**config.mk**
```make
export PLATFORM = sky130hd
export DESIGN_NAME = ordered_value_list_engine
export DESIGN_NICKNAME = d
export VERILOG_FILES = /design/src/olv_pkg.sv /design/src/ordered_value_list_engine.sv /design/src/olv_front.sv /design/src/olv_back.sv
export SDC_FILE = /design/constraint.sdc
export NUM_CORES = 2
export LEC_CHECK = 0
export ABC_AREA = 1
export ABC_CLOCK_PERIOD_IN_PS = 6300
export BUFFER_PORTS_ARGS = -buffer_cell sky130_fd_sc_hd__buf_2
export CAP_MARGIN = 40
export CORE_MARGIN = 3
export CORE_UTILIZATION = 45
export CTS_BUF_LIST = sky130_fd_sc_hd__clkbuf_2 sky130_fd_sc_hd__clkbuf_4 sky130_fd_sc_hd__clkbuf_8
export DETAILED_ROUTE_END_ITERATION = 10
export SLEW_MARGIN = 20
export SYNTH_ARGS = -nofsm -noshare
export SYNTH_HDL_FRONTEND = slang
export SYNTH_HIERARCHICAL = 1
export SYNTH_SLANG_ARGS = --single-unit
```
**constraint.sdc**
```tcl
create_clock -name clk_i -period 6.3 [get_ports clk_i]
set_clock_uncertainty 0.1 [all_clocks]
set_input_delay 0.315 -clock clk_i [delete_from_list [all_inputs] [get_ports clk_i]]
set_output_delay 0.315 -clock clk_i [all_outputs]
set_load 0.05 [all_outputs]
```
**src/olv_pkg.sv**
```systemverilog
`timescale 1ns / 1ps
package olv_pkg;

  localparam int unsigned CAPACITY    = 64;
  localparam int unsigned DATA_WIDTH  = 32;
  localparam int unsigned ADDR_W      = $clog2(CAPACITY);
  localparam int unsigned IDX_W       = $clog2(CAPACITY + 1);
  localparam int unsigned QUEUE_DEPTH = 2;
  localparam int unsigned QPTR_W      = $clog2(QUEUE_DEPTH);
  localparam int unsigned QCNT_W      = $clog2(QUEUE_DEPTH + 1);

  localparam logic [IDX_W-1:0] NIL = IDX_W'(CAPACITY);

  // raw action codes
  localparam logic [2:0] A_APPEND   = 3'd0;
  localparam logic [2:0] A_DELETE   = 3'd1;
  localparam logic [2:0] A_INSERT   = 3'd2;
  localparam logic [2:0] A_READ_FWD = 3'd3;
  localparam logic [2:0] A_READ_BWD = 3'd4;

  // result status codes
  localparam logic [1:0] ST_OK       = 2'd0;
  localparam logic [1:0] ST_EMPTY    = 2'd1;
  localparam logic [1:0] ST_NOTFOUND = 2'd2;
  localparam logic [1:0] ST_FULL     = 2'd3;

  typedef enum logic [2:0] {
    OP_APPEND,
    OP_DELETE,
    OP_INSERT,
    OP_READ_FWD,
    OP_READ_BWD,
    OP_NOP
  } op_e;

  typedef struct packed {
    logic [2:0]                   action;
    logic signed [DATA_WIDTH-1:0] item_value;
    logic signed [DATA_WIDTH-1:0] match_value;
  } cmd_t;

  typedef struct packed {
    logic [1:0]                   status;
    logic signed [DATA_WIDTH-1:0] read_value;
    logic [IDX_W-1:0]             list_length;
    logic                         last_result;
  } rsp_t;

  typedef struct packed {
    op_e                   op;
    logic [DATA_WIDTH-1:0] item_value;
    logic [DATA_WIDTH-1:0] match_value;
  } job_t;

endpackage

```
**src/ordered_value_list_engine.sv**
```systemverilog
`timescale 1ns / 1ps
// Append may add S_APP_LINK; delete/insert step S_RD, S_CHK per node searched, then
// S_DEL_FIX or S_INS_NODE, S_INS_LINK; reads step S_RD, S_CHK per element (node
// memory read is registered). One action at a time in the executor; a 2-entry command
// queue lets start be taken while the executor works, busy is high when it is full.
// Results are strobed for one cycle on rsp_valid_o; the receiver cannot stall.
// Reset (rst_ni low, async) empties the list: no nodes, length zero.
module ordered_value_list_engine (
  input  logic          clk_i,
  input  logic          rst_ni,
  input  logic          start,
  output logic          busy,
  input  olv_pkg::cmd_t cmd_i,
  output logic          rsp_valid_o,
  output olv_pkg::rsp_t rsp_o
);

  logic          job_valid;
  logic          job_pop;
  olv_pkg::job_t job;

  olv_front u_front (
    .clk_i       (clk_i),
    .rst_ni      (rst_ni),
    .start       (start),
    .busy        (busy),
    .cmd_i       (cmd_i),
    .job_valid_o (job_valid),
    .job_o       (job),
    .job_pop_i   (job_pop)
  );

  olv_back u_back (
    .clk_i       (clk_i),
    .rst_ni      (rst_ni),
    .job_valid_i (job_valid),
    .job_i       (job),
    .job_pop_o   (job_pop),
    .rsp_valid_o (rsp_valid_o),
    .rsp_o       (rsp_o)
  );

endmodule

```
**src/olv_front.sv**
```systemverilog
`timescale 1ns / 1ps
module olv_front (
  input  logic              clk_i,
  input  logic              rst_ni,
  input  logic              start,
  output logic              busy,
  input  olv_pkg::cmd_t     cmd_i,
  output logic              job_valid_o,
  output olv_pkg::job_t     job_o,
  input  logic              job_pop_i
);

  olv_pkg::job_t                 queue_q [olv_pkg::QUEUE_DEPTH];
  logic [olv_pkg::QPTR_W-1:0]    wr_ptr_q, wr_ptr_d;
  logic [olv_pkg::QPTR_W-1:0]    rd_ptr_q, rd_ptr_d;
  logic [olv_pkg::QCNT_W-1:0]    cnt_q, cnt_d;
  olv_pkg::job_t                 job_new;
  logic                          push, pop;

  always_comb begin
    job_new.item_value  = cmd_i.item_value;
    job_new.match_value = cmd_i.match_value;
    unique case (cmd_i.action)
      olv_pkg::A_APPEND:   job_new.op = olv_pkg::OP_APPEND;
      olv_pkg::A_DELETE:   job_new.op = olv_pkg::OP_DELETE;
      olv_pkg::A_INSERT:   job_new.op = olv_pkg::OP_INSERT;
      olv_pkg::A_READ_FWD: job_new.op = olv_pkg::OP_READ_FWD;
      olv_pkg::A_READ_BWD: job_new.op = olv_pkg::OP_READ_BWD;
      default:             job_new.op = olv_pkg::OP_NOP;
    endcase
  end

  assign busy        = (cnt_q == olv_pkg::QCNT_W'(olv_pkg::QUEUE_DEPTH));
  assign push        = start && !busy;
  assign job_valid_o = (cnt_q != '0);
  assign pop         = job_pop_i && job_valid_o;
  assign job_o       = queue_q[rd_ptr_q];

  always_comb begin
    wr_ptr_d = push ? wr_ptr_q + 1'b1 : wr_ptr_q;
    rd_ptr_d = pop ? rd_ptr_q + 1'b1 : rd_ptr_q;
    cnt_d    = cnt_q + QCNT_ONE(push) - QCNT_ONE(pop);
  end

  function automatic logic [olv_pkg::QCNT_W-1:0] QCNT_ONE(input logic b);
    QCNT_ONE = {{(olv_pkg::QCNT_W-1){1'b0}}, b};
  endfunction

  always_ff @(posedge clk_i or negedge rst_ni) begin
    if (!rst_ni) begin
      wr_ptr_q <= '0;
      rd_ptr_q <= '0;
      cnt_q    <= '0;
    end else begin
      wr_ptr_q <= wr_ptr_d;
      rd_ptr_q <= rd_ptr_d;
      cnt_q    <= cnt_d;
    end
  end

  always_ff @(posedge clk_i) begin
    if (push) begin
      queue_q[wr_ptr_q] <= job_new;
    end
  end

endmodule

```
**src/olv_back.sv**
```systemverilog
`timescale 1ns / 1ps
module olv_back (
  input  logic          clk_i,
  input  logic          rst_ni,
  input  logic          job_valid_i,
  input  olv_pkg::job_t job_i,
  output logic          job_pop_o,
  output logic          rsp_valid_o,
  output olv_pkg::rsp_t rsp_o
);

  localparam int unsigned AW = olv_pkg::ADDR_W;
  localparam int unsigned IW = olv_pkg::IDX_W;
  localparam int unsigned DW = olv_pkg::DATA_WIDTH;
  localparam int unsigned CAP = olv_pkg::CAPACITY;

  typedef enum logic [2:0] {
    S_IDLE,
    S_APP_LINK,
    S_RD,
    S_CHK,
    S_DEL_FIX,
    S_INS_NODE,
    S_INS_LINK
  } state_e;

  state_e          state_q, state_d;
  olv_pkg::op_e    op_q, op_d;
  logic [DW-1:0]   item_q, item_d;
  logic [DW-1:0]   target_q, target_d;
  logic [IW-1:0]   p_q, p_d, pv_q, pv_d, nx_q, nx_d, slot_q, slot_d;
  logic [IW-1:0]   steps_q, steps_d;
  logic [IW-1:0]   head_q, head_d, tail_q, tail_d, count_q, count_d;
  logic [CAP-1:0]  used_q, used_d;
  logic            rsp_valid_q, rsp_valid_d;
  olv_pkg::rsp_t   rsp_q, rsp_d;

  // node storage
  logic [DW-1:0] val_mem [CAP];
  logic [IW-1:0] nxt_mem [CAP];
  logic [IW-1:0] prv_mem [CAP];
  logic [DW-1:0] val_rd_q;
  logic [IW-1:0] nxt_rd_q, prv_rd_q;

  logic          val_we, nxt_we, prv_we;
  logic [AW-1:0] val_wa, nxt_wa, prv_wa;
  logic [DW-1:0] val_wd;
  logic [IW-1:0] nxt_wd, prv_wd;

  logic [IW-1:0] free_idx;
  logic          free_ok;
  logic [IW-1:0] link;
  logic          stop;

  always_comb begin
    free_idx = olv_pkg::NIL;
    for (int i = CAP - 1; i >= 0; i--) begin
      if (!used_q[i]) begin
        free_idx = IW'(i);
      end
    end
  end

  assign free_ok = (free_idx < olv_pkg::NIL);
  assign link    = (op_q == olv_pkg::OP_READ_BWD) ? prv_rd_q : nxt_rd_q;
  assign stop    = (link >= olv_pkg::NIL) || (steps_q == IW'(CAP - 1));

  always_ff @(posedge clk_i) begin
    if (val_we) begin
      val_mem[val_wa] <= val_wd;
    end
    if (nxt_we) begin
      nxt_mem[nxt_wa] <= nxt_wd;
    end
    if (prv_we) begin
      prv_mem[prv_wa] <= prv_wd;
    end
    val_rd_q <= val_mem[p_q[AW-1:0]];
    nxt_rd_q <= nxt_mem[p_q[AW-1:0]];
    prv_rd_q <= prv_mem[p_q[AW-1:0]];
  end

  always_comb begin
    state_d     = state_q;
    op_d        = op_q;
    item_d      = item_q;
    target_d    = target_q;
    p_d         = p_q;
    pv_d        = pv_q;
    nx_d        = nx_q;
    slot_d      = slot_q;
    steps_d     = steps_q;
    head_d      = head_q;
    tail_d      = tail_q;
    count_d     = count_q;
    used_d      = used_q;
    rsp_valid_d = 1'b0;
    rsp_d       = rsp_q;
    job_pop_o   = 1'b0;
    val_we = 1'b0; val_wa = '0; val_wd = '0;
    nxt_we = 1'b0; nxt_wa = '0; nxt_wd = '0;
    prv_we = 1'b0; prv_wa = '0; prv_wd = '0;

    unique case (state_q)
      S_IDLE: begin
        if (job_valid_i) begin
          job_pop_o = 1'b1;
          op_d      = job_i.op;
          item_d    = job_i.item_value;
          steps_d   = '0;
          rsp_valid_d = 1'b1;
          rsp_d.status      = olv_pkg::ST_OK;
          rsp_d.read_value  = '0;
          rsp_d.last_result = 1'b1;
          unique case (job_i.op)
            olv_pkg::OP_APPEND: begin
              if (!free_ok) begin
                rsp_d.status = olv_pkg::ST_FULL;
              end else begin
                val_we = 1'b1; val_wa = free_idx[AW-1:0]; val_wd = job_i.item_value;
                nxt_we = 1'b1; nxt_wa = free_idx[AW-1:0]; nxt_wd = olv_pkg::NIL;
                prv_we = 1'b1; prv_wa = free_idx[AW-1:0]; prv_wd = tail_q;
                used_d[free_idx[AW-1:0]] = 1'b1;
                count_d = count_q + 1'b1;
                tail_d  = free_idx;
                if (tail_q < olv_pkg::NIL) begin
                  // old tail still needs its forward link
                  slot_d      = free_idx;
                  pv_d        = tail_q;
                  rsp_valid_d = 1'b0;
                  state_d     = S_APP_LINK;
                end else begin
                  head_d = free_idx;
                end
              end
            end
            olv_pkg::OP_DELETE, olv_pkg::OP_INSERT: begin
              if (head_q >= olv_pkg::NIL) begin
                rsp_d.status = olv_pkg::ST_EMPTY;
              end else if (job_i.op == olv_pkg::OP_INSERT && !free_ok) begin
                rsp_d.status = olv_pkg::ST_FULL;
              end else begin
                target_d = (job_i.op == olv_pkg::OP_INSERT) ? job_i.match_value
                                                            : job_i.item_value;
                slot_d      = free_idx;
                p_d         = head_q;
                rsp_valid_d = 1'b0;
                state_d     = S_RD;
              end
            end
            olv_pkg::OP_READ_FWD, olv_pkg::OP_READ_BWD: begin
              p_d = (job_i.op == olv_pkg::OP_READ_FWD) ? head_q : tail_q;
              if (p_d >= olv_pkg::NIL) begin
                rsp_d.status = olv_pkg::ST_EMPTY;
              end else begin
                rsp_valid_d = 1'b0;
                state_d     = S_RD;
              end
            end
            default: begin
            end
          endcase
          rsp_d.list_length = count_d;
        end
      end

      S_APP_LINK: begin
        nxt_we = 1'b1; nxt_wa = pv_q[AW-1:0]; nxt_wd = slot_q;
        rsp_valid_d       = 1'b1;
        rsp_d.status      = olv_pkg::ST_OK;
        rsp_d.read_value  = '0;
        rsp_d.list_length = count_q;
        rsp_d.last_result = 1'b1;
        state_d           = S_IDLE;
      end

      S_RD: begin
        state_d = S_CHK;
      end

      S_CHK: begin
        if (op_q == olv_pkg::OP_READ_FWD || op_q == olv_pkg::OP_READ_BWD) begin
          rsp_valid_d       = 1'b1;
          rsp_d.status      = olv_pkg::ST_OK;
          rsp_d.read_value  = val_rd_q;
          rsp_d.list_length = count_q;
          rsp_d.last_result = stop;
          if (stop) begin
            state_d = S_IDLE;
          end else begin
            p_d     = link;
            steps_d = steps_q + 1'b1;
            state_d = S_RD;
          end
        end else if (val_rd_q == target_q) begin
          pv_d    = prv_rd_q;
          nx_d    = nxt_rd_q;
          state_d = (op_q == olv_pkg::OP_DELETE) ? S_DEL_FIX : S_INS_NODE;
        end else if (stop) begin
          rsp_valid_d       = 1'b1;
          rsp_d.status      = olv_pkg::ST_NOTFOUND;
          rsp_d.read_value  = '0;
          rsp_d.list_length = count_q;
          rsp_d.last_result = 1'b1;
          state_d           = S_IDLE;
        end else begin
          p_d     = link;
          steps_d = steps_q + 1'b1;
          state_d = S_RD;
        end
      end

      S_DEL_FIX: begin
        if (pv_q < olv_pkg::NIL) begin
          nxt_we = 1'b1; nxt_wa = pv_q[AW-1:0]; nxt_wd = nx_q;
        end else begin
          head_d = nx_q;
        end
        if (nx_q < olv_pkg::NIL) begin
          prv_we = 1'b1; prv_wa = nx_q[AW-1:0]; prv_wd = pv_q;
        end else begin
          tail_d = pv_q;
        end
        used_d[p_q[AW-1:0]] = 1'b0;
        if (count_q != '0) begin
          count_d = count_q - 1'b1;
        end
        rsp_valid_d       = 1'b1;
        rsp_d.status      = olv_pkg::ST_OK;
        rsp_d.read_value  = '0;
        rsp_d.list_length = count_d;
        rsp_d.last_result = 1'b1;
        state_d           = S_IDLE;
      end

      S_INS_NODE: begin
        val_we = 1'b1; val_wa = slot_q[AW-1:0]; val_wd = item_q;
        nxt_we = 1'b1; nxt_wa = slot_q[AW-1:0]; nxt_wd = p_q;
        prv_we = 1'b1; prv_wa = slot_q[AW-1:0]; prv_wd = pv_q;
        used_d[slot_q[AW-1:0]] = 1'b1;
        count_d = count_q + 1'b1;
        state_d = S_INS_LINK;
      end

      S_INS_LINK: begin
        if (pv_q < olv_pkg::NIL) begin
          nxt_we = 1'b1; nxt_wa = pv_q[AW-1:0]; nxt_wd = slot_q;
        end else begin
          head_d = slot_q;
        end
        prv_we = 1'b1; prv_wa = p_q[AW-1:0]; prv_wd = slot_q;
        rsp_valid_d       = 1'b1;
        rsp_d.status      = olv_pkg::ST_OK;
        rsp_d.read_value  = '0;
        rsp_d.list_length = count_q;
        rsp_d.last_result = 1'b1;
        state_d           = S_IDLE;
      end

      default: begin
        state_d = S_IDLE;
      end
    endcase
  end

  always_ff @(posedge clk_i or negedge rst_ni) begin
    if (!rst_ni) begin
      state_q     <= S_IDLE;
      op_q        <= olv_pkg::OP_NOP;
      steps_q     <= '0;
      head_q      <= olv_pkg::NIL;
      tail_q      <= olv_pkg::NIL;
      count_q     <= '0;
      used_q      <= '0;
      rsp_valid_q <= 1'b0;
    end else begin
      state_q     <= state_d;
      op_q        <= op_d;
      steps_q     <= steps_d;
      head_q      <= head_d;
      tail_q      <= tail_d;
      count_q     <= count_d;
      used_q      <= used_d;
      rsp_valid_q <= rsp_valid_d;
    end
  end

  always_ff @(posedge clk_i) begin
    item_q   <= item_d;
    target_q <= target_d;
    p_q      <= p_d;
    pv_q     <= pv_d;
    nx_q     <= nx_d;
    slot_q   <= slot_d;
    rsp_q    <= rsp_d;
  end

  assign rsp_valid_o = rsp_valid_q;
  assign rsp_o       = rsp_q;

endmodule

```
==> impl_results.md <==
* Largest net degree at the start of global routing at 126
* Count leader, synth: edfxtp_1
* Initial antenna violation count at 16
* CTS tree: built
* Fin. max-slew vios at 0
* First-pass GRT wire length at 561700 um
* Gate Count Post-Synth at around 8400
* Maximum Capacitance Violations at 0
* Reg-to-Reg End: u_back/val_mem[42][23]
* Max-slew headroom at 0.2328
* EDFF count, synth at 3212
* Worst flop-to-flop path startpoint: u_back/used_q[63]
* Cell area power density at 430.7 nW/um^2
* Critical Path Sink: u_back/val_mem[42][23]
* 1st-iter DRT viols at 10740
* Standard-cell row count at 194
* Num CTS Buffers at 540
* All-layer global routing usage at 0.2684
* I/O Pins at 114
* Async set-reset flop share out of synthesis at 0.03065
* Synth Register Bits at 3361
* Peak Freq at around 0.17 GHz
* Total gr overflow at 0
* Starting density of the core at 0.4530
* Slew at the pin closest to its max-slew limit at 1.151 ns
* Count of cell types in the netlist at 58
* RSZ-0062 raised after global routing: yes
* Antenna Violating Nets Remaining at 0
* Worst reg2reg setup slack at 0.42 ns
* DR DRC count at 0
* Cell area after synthesis at 126700 sq um
* Syn-to-layout area delta at 18.26%
* WP data arrival at around 6.6 ns
* Pleak at approximately 50 nW
* Final core utilization at 0.5357
* Top cell by count, worst path: nor2_1
* Wire per inst at 29.51 um
* Setup_tns at 0 ns
* Core ar. at roughly 280000 sq um
* Number of global-route vias before repair at around 78000
* Worst Reg-to-Reg Cells at 32
* Post-synth top area share at 0.7614
* Worst Setup SP: u_back/used_q[63]
* Final Setup Violations at 0
* Critical path type: reg -> reg
* DR pass1 iterations at 6
* Crit-path slowest cell: nor2_1
* Seq/Total Area, Yosys at 0.7891
* DIE AREA at 287900 sq um
* Port buffer count at 113
* Post-synth net total at 8502
* VDD IR-drop max at ~0.44 mV
* Startpoint Class: flip-flop
* CP Data Required Time at 6.98 ns
* Delay of the slowest critical-path stage at 0.77 ns
* Ys Warns at 6
* Outcome: finished, final reports clean
* Worst hold path class: in -> async
* DP Area at about 140000 sq um
* Die width at 536.6 um
* Post-synth top cells: edfxtp_1 (3212), nand2_1 (1853), a22oi_1 (442)
* Synth area leader: edfxtp_1
* H-tree depth at 6
* Layout cells sized above 1 at 0.1795
* CTS max path bufs at 4
* Clock net sink count at 3361
* Post-Layout Inst Area at 149800 sq um
* DP Wirelength at 247200 um
* Synth Area per Inst at 15.03 sq um
* Clock insertion delay at the later pin of the skew report at 1.18 ns
* Crit Path Max Fanout at 20
* Routability cong. at 0.9419
* Top FF cell, synth: edfxtp_1
* Area contributors post-synth: edfxtp_1 (76%), nand2_1 (5.5%), a221oi_1 (2.7%), a22oi_1 (2.6%), a22o_1 (2.2%)
* Total vias in the final route at 80520
* Tmin final at 5.883 ns
* Nets@finish at between 9000 and 10000
* Fin crit share at 0.9337
* Vias per cell at 5.983
* Final hold violation count at 0
* Final wirelength at 397200 um
* Clock transition at path regs at roughly 0.06 ns
* Clk root buf: clkbuf_8
* CP Capture Type: flip-flop
* Die Span Y at around 540 um
## metal layers
layer  up-vias  global-route usage  part of all wire
li1      34370                   -                 -
met1     40740              0.3573              0.38
met2      4593              0.4289              0.47
met3       805             0.04991             0.090
met4         6              0.1270             0.053
met5         -                   0           0.00010
## kinds of logic (layout without fill, tap and decap cells)
group	count (synthesis)	after routing	synth area share
flops	3361	3361	0.7891
other cells	0	10	0
xor+xnor	28	28	0.001936
fa+ha+maj	6	6	0.0005926
buf+inv	701	1999	0.02136
compound gates	1456	1456	0.09020
mux	1	1	0.00007902
simple gates	2873	2873	0.09678
## critical path, delay by kind of cell, from the launching register on
family | cells | cell delay [ns]
and+or+nand+nor | 17 | 2.43
AOI/OAI and AO/OA | 8 | 1.39
buffers and inverters | 7 | 1.15
DFF | 1 | 0.40
## area by class of cell
cell class,count,area [sq um]
Inverter,252,953.4
Clock buffer,733,9012
Fill cell,22520,129800
Sequential cell,3361,99960
Clock inverter,233,1617
Tap cell,3724,4659
Timing Repair Buffer,781,8484
Antenna cell,10,25.02
Multi-Input combinational cell,4364,25100
## cells in the final DEF (no fill, tap or decap), types with 14 or more instances in the layout
| cell type | instances |
|---|---|
| a22oi_1 | 442 |
| nor3_2 | 15 |
| clkinv_2 | 60 |
| dfrtp_1 | 98 |
| nor2_4 | 43 |
| nand4_1 | 410 |
| dfxtp_1 | 46 |
| nor3_1 | 26 |
| clkinvlp_4 | 15 |
| buf_16 | 23 |
| buf_4 | 312 |
| dlygate4sd3_1 | 140 |
| a21oi_1 | 82 |
| xnor2_1 | 20 |
| nor4_1 | 19 |
| inv_6 | 18 |
| a22o_2 | 16 |
| o21ai_0 | 85 |
| clkinv_1 | 116 |
| inv_1 | 213 |
| a221oi_1 | 383 |
| nor2_2 | 65 |
| o21ai_4 | 14 |
| buf_12 | 156 |
| buf_2 | 128 |
| edfxtp_1 | 3212 |
| clkbuf_8 | 561 |
| a22o_1 | 305 |
| a31oi_1 | 23 |
| o31ai_1 | 21 |
| nand2_1 | 1849 |
| inv_2 | 27 |
| nand3_1 | 146 |
| clkbuf_4 | 173 |
| nor2_1 | 257 |
## through the flow
step                setup WS, ns  power (mW)  hold WS, ns  std cells
floorplan                 0.5096       36.88     -0.08059       8426
global placement         0.06031       45.55       0.2923      12240
detailed placement        0.4192       45.95       0.3123      12300
CTS                       0.3768       64.47       0.2056      13410
global route            -0.04843       66.71       0.2733      13450
finish                    0.4175       64.53       0.3149      13460
## sequential cells by signal (all words and copies together), names as in the netlist, 32 cells and up
signal	flops
u_back/val_mem	2048
u_back/used_q	64
u_front/queue_q	134
u_back/prv_mem	448
u_back/target_q	32
u_back/val_rd_q	32
u_back/rsp_o	42
u_back/nxt_mem	448
u_back/item_q	32
## power by group
part / switching, mW / leakage (nW) / internal, mW
Clock: 8.74 / 5.61 / 9.81
Sequential: 0.613 / 31.3 / 26.5
Combinational: 13.9 / 14.1 / 5.01
## worst min-delay path by stage
stage	startpoint	end	slack [ns]	depth (start not counted)
2_1_floorplan	rst_ni	u_back/count_q[0]	-0.08	0
3_5_place_dp	rst_ni	u_front/wr_ptr_q	0.31	1
4_1_cts	cmd_i[22]	u_front/queue_q[1][22]	0.21	3
6_report	rst_ni	u_back/op_q[0]	0.31	3
3_3_place_gp	rst_ni	u_front/wr_ptr_q	0.29	1
5_1_grt	cmd_i[20]	u_front/queue_q[1][20]	0.27	3
## repair_timing
action                                 in CTS  in global routing
setup buffers                               0                 14
setup endpoints to repair                   0               2439
resized for setup                           0                 89
endpoints found under the hold margin     344                  0
hold buffers                              141                  0
No activity file was read; power rests on OpenSTA's default activity.
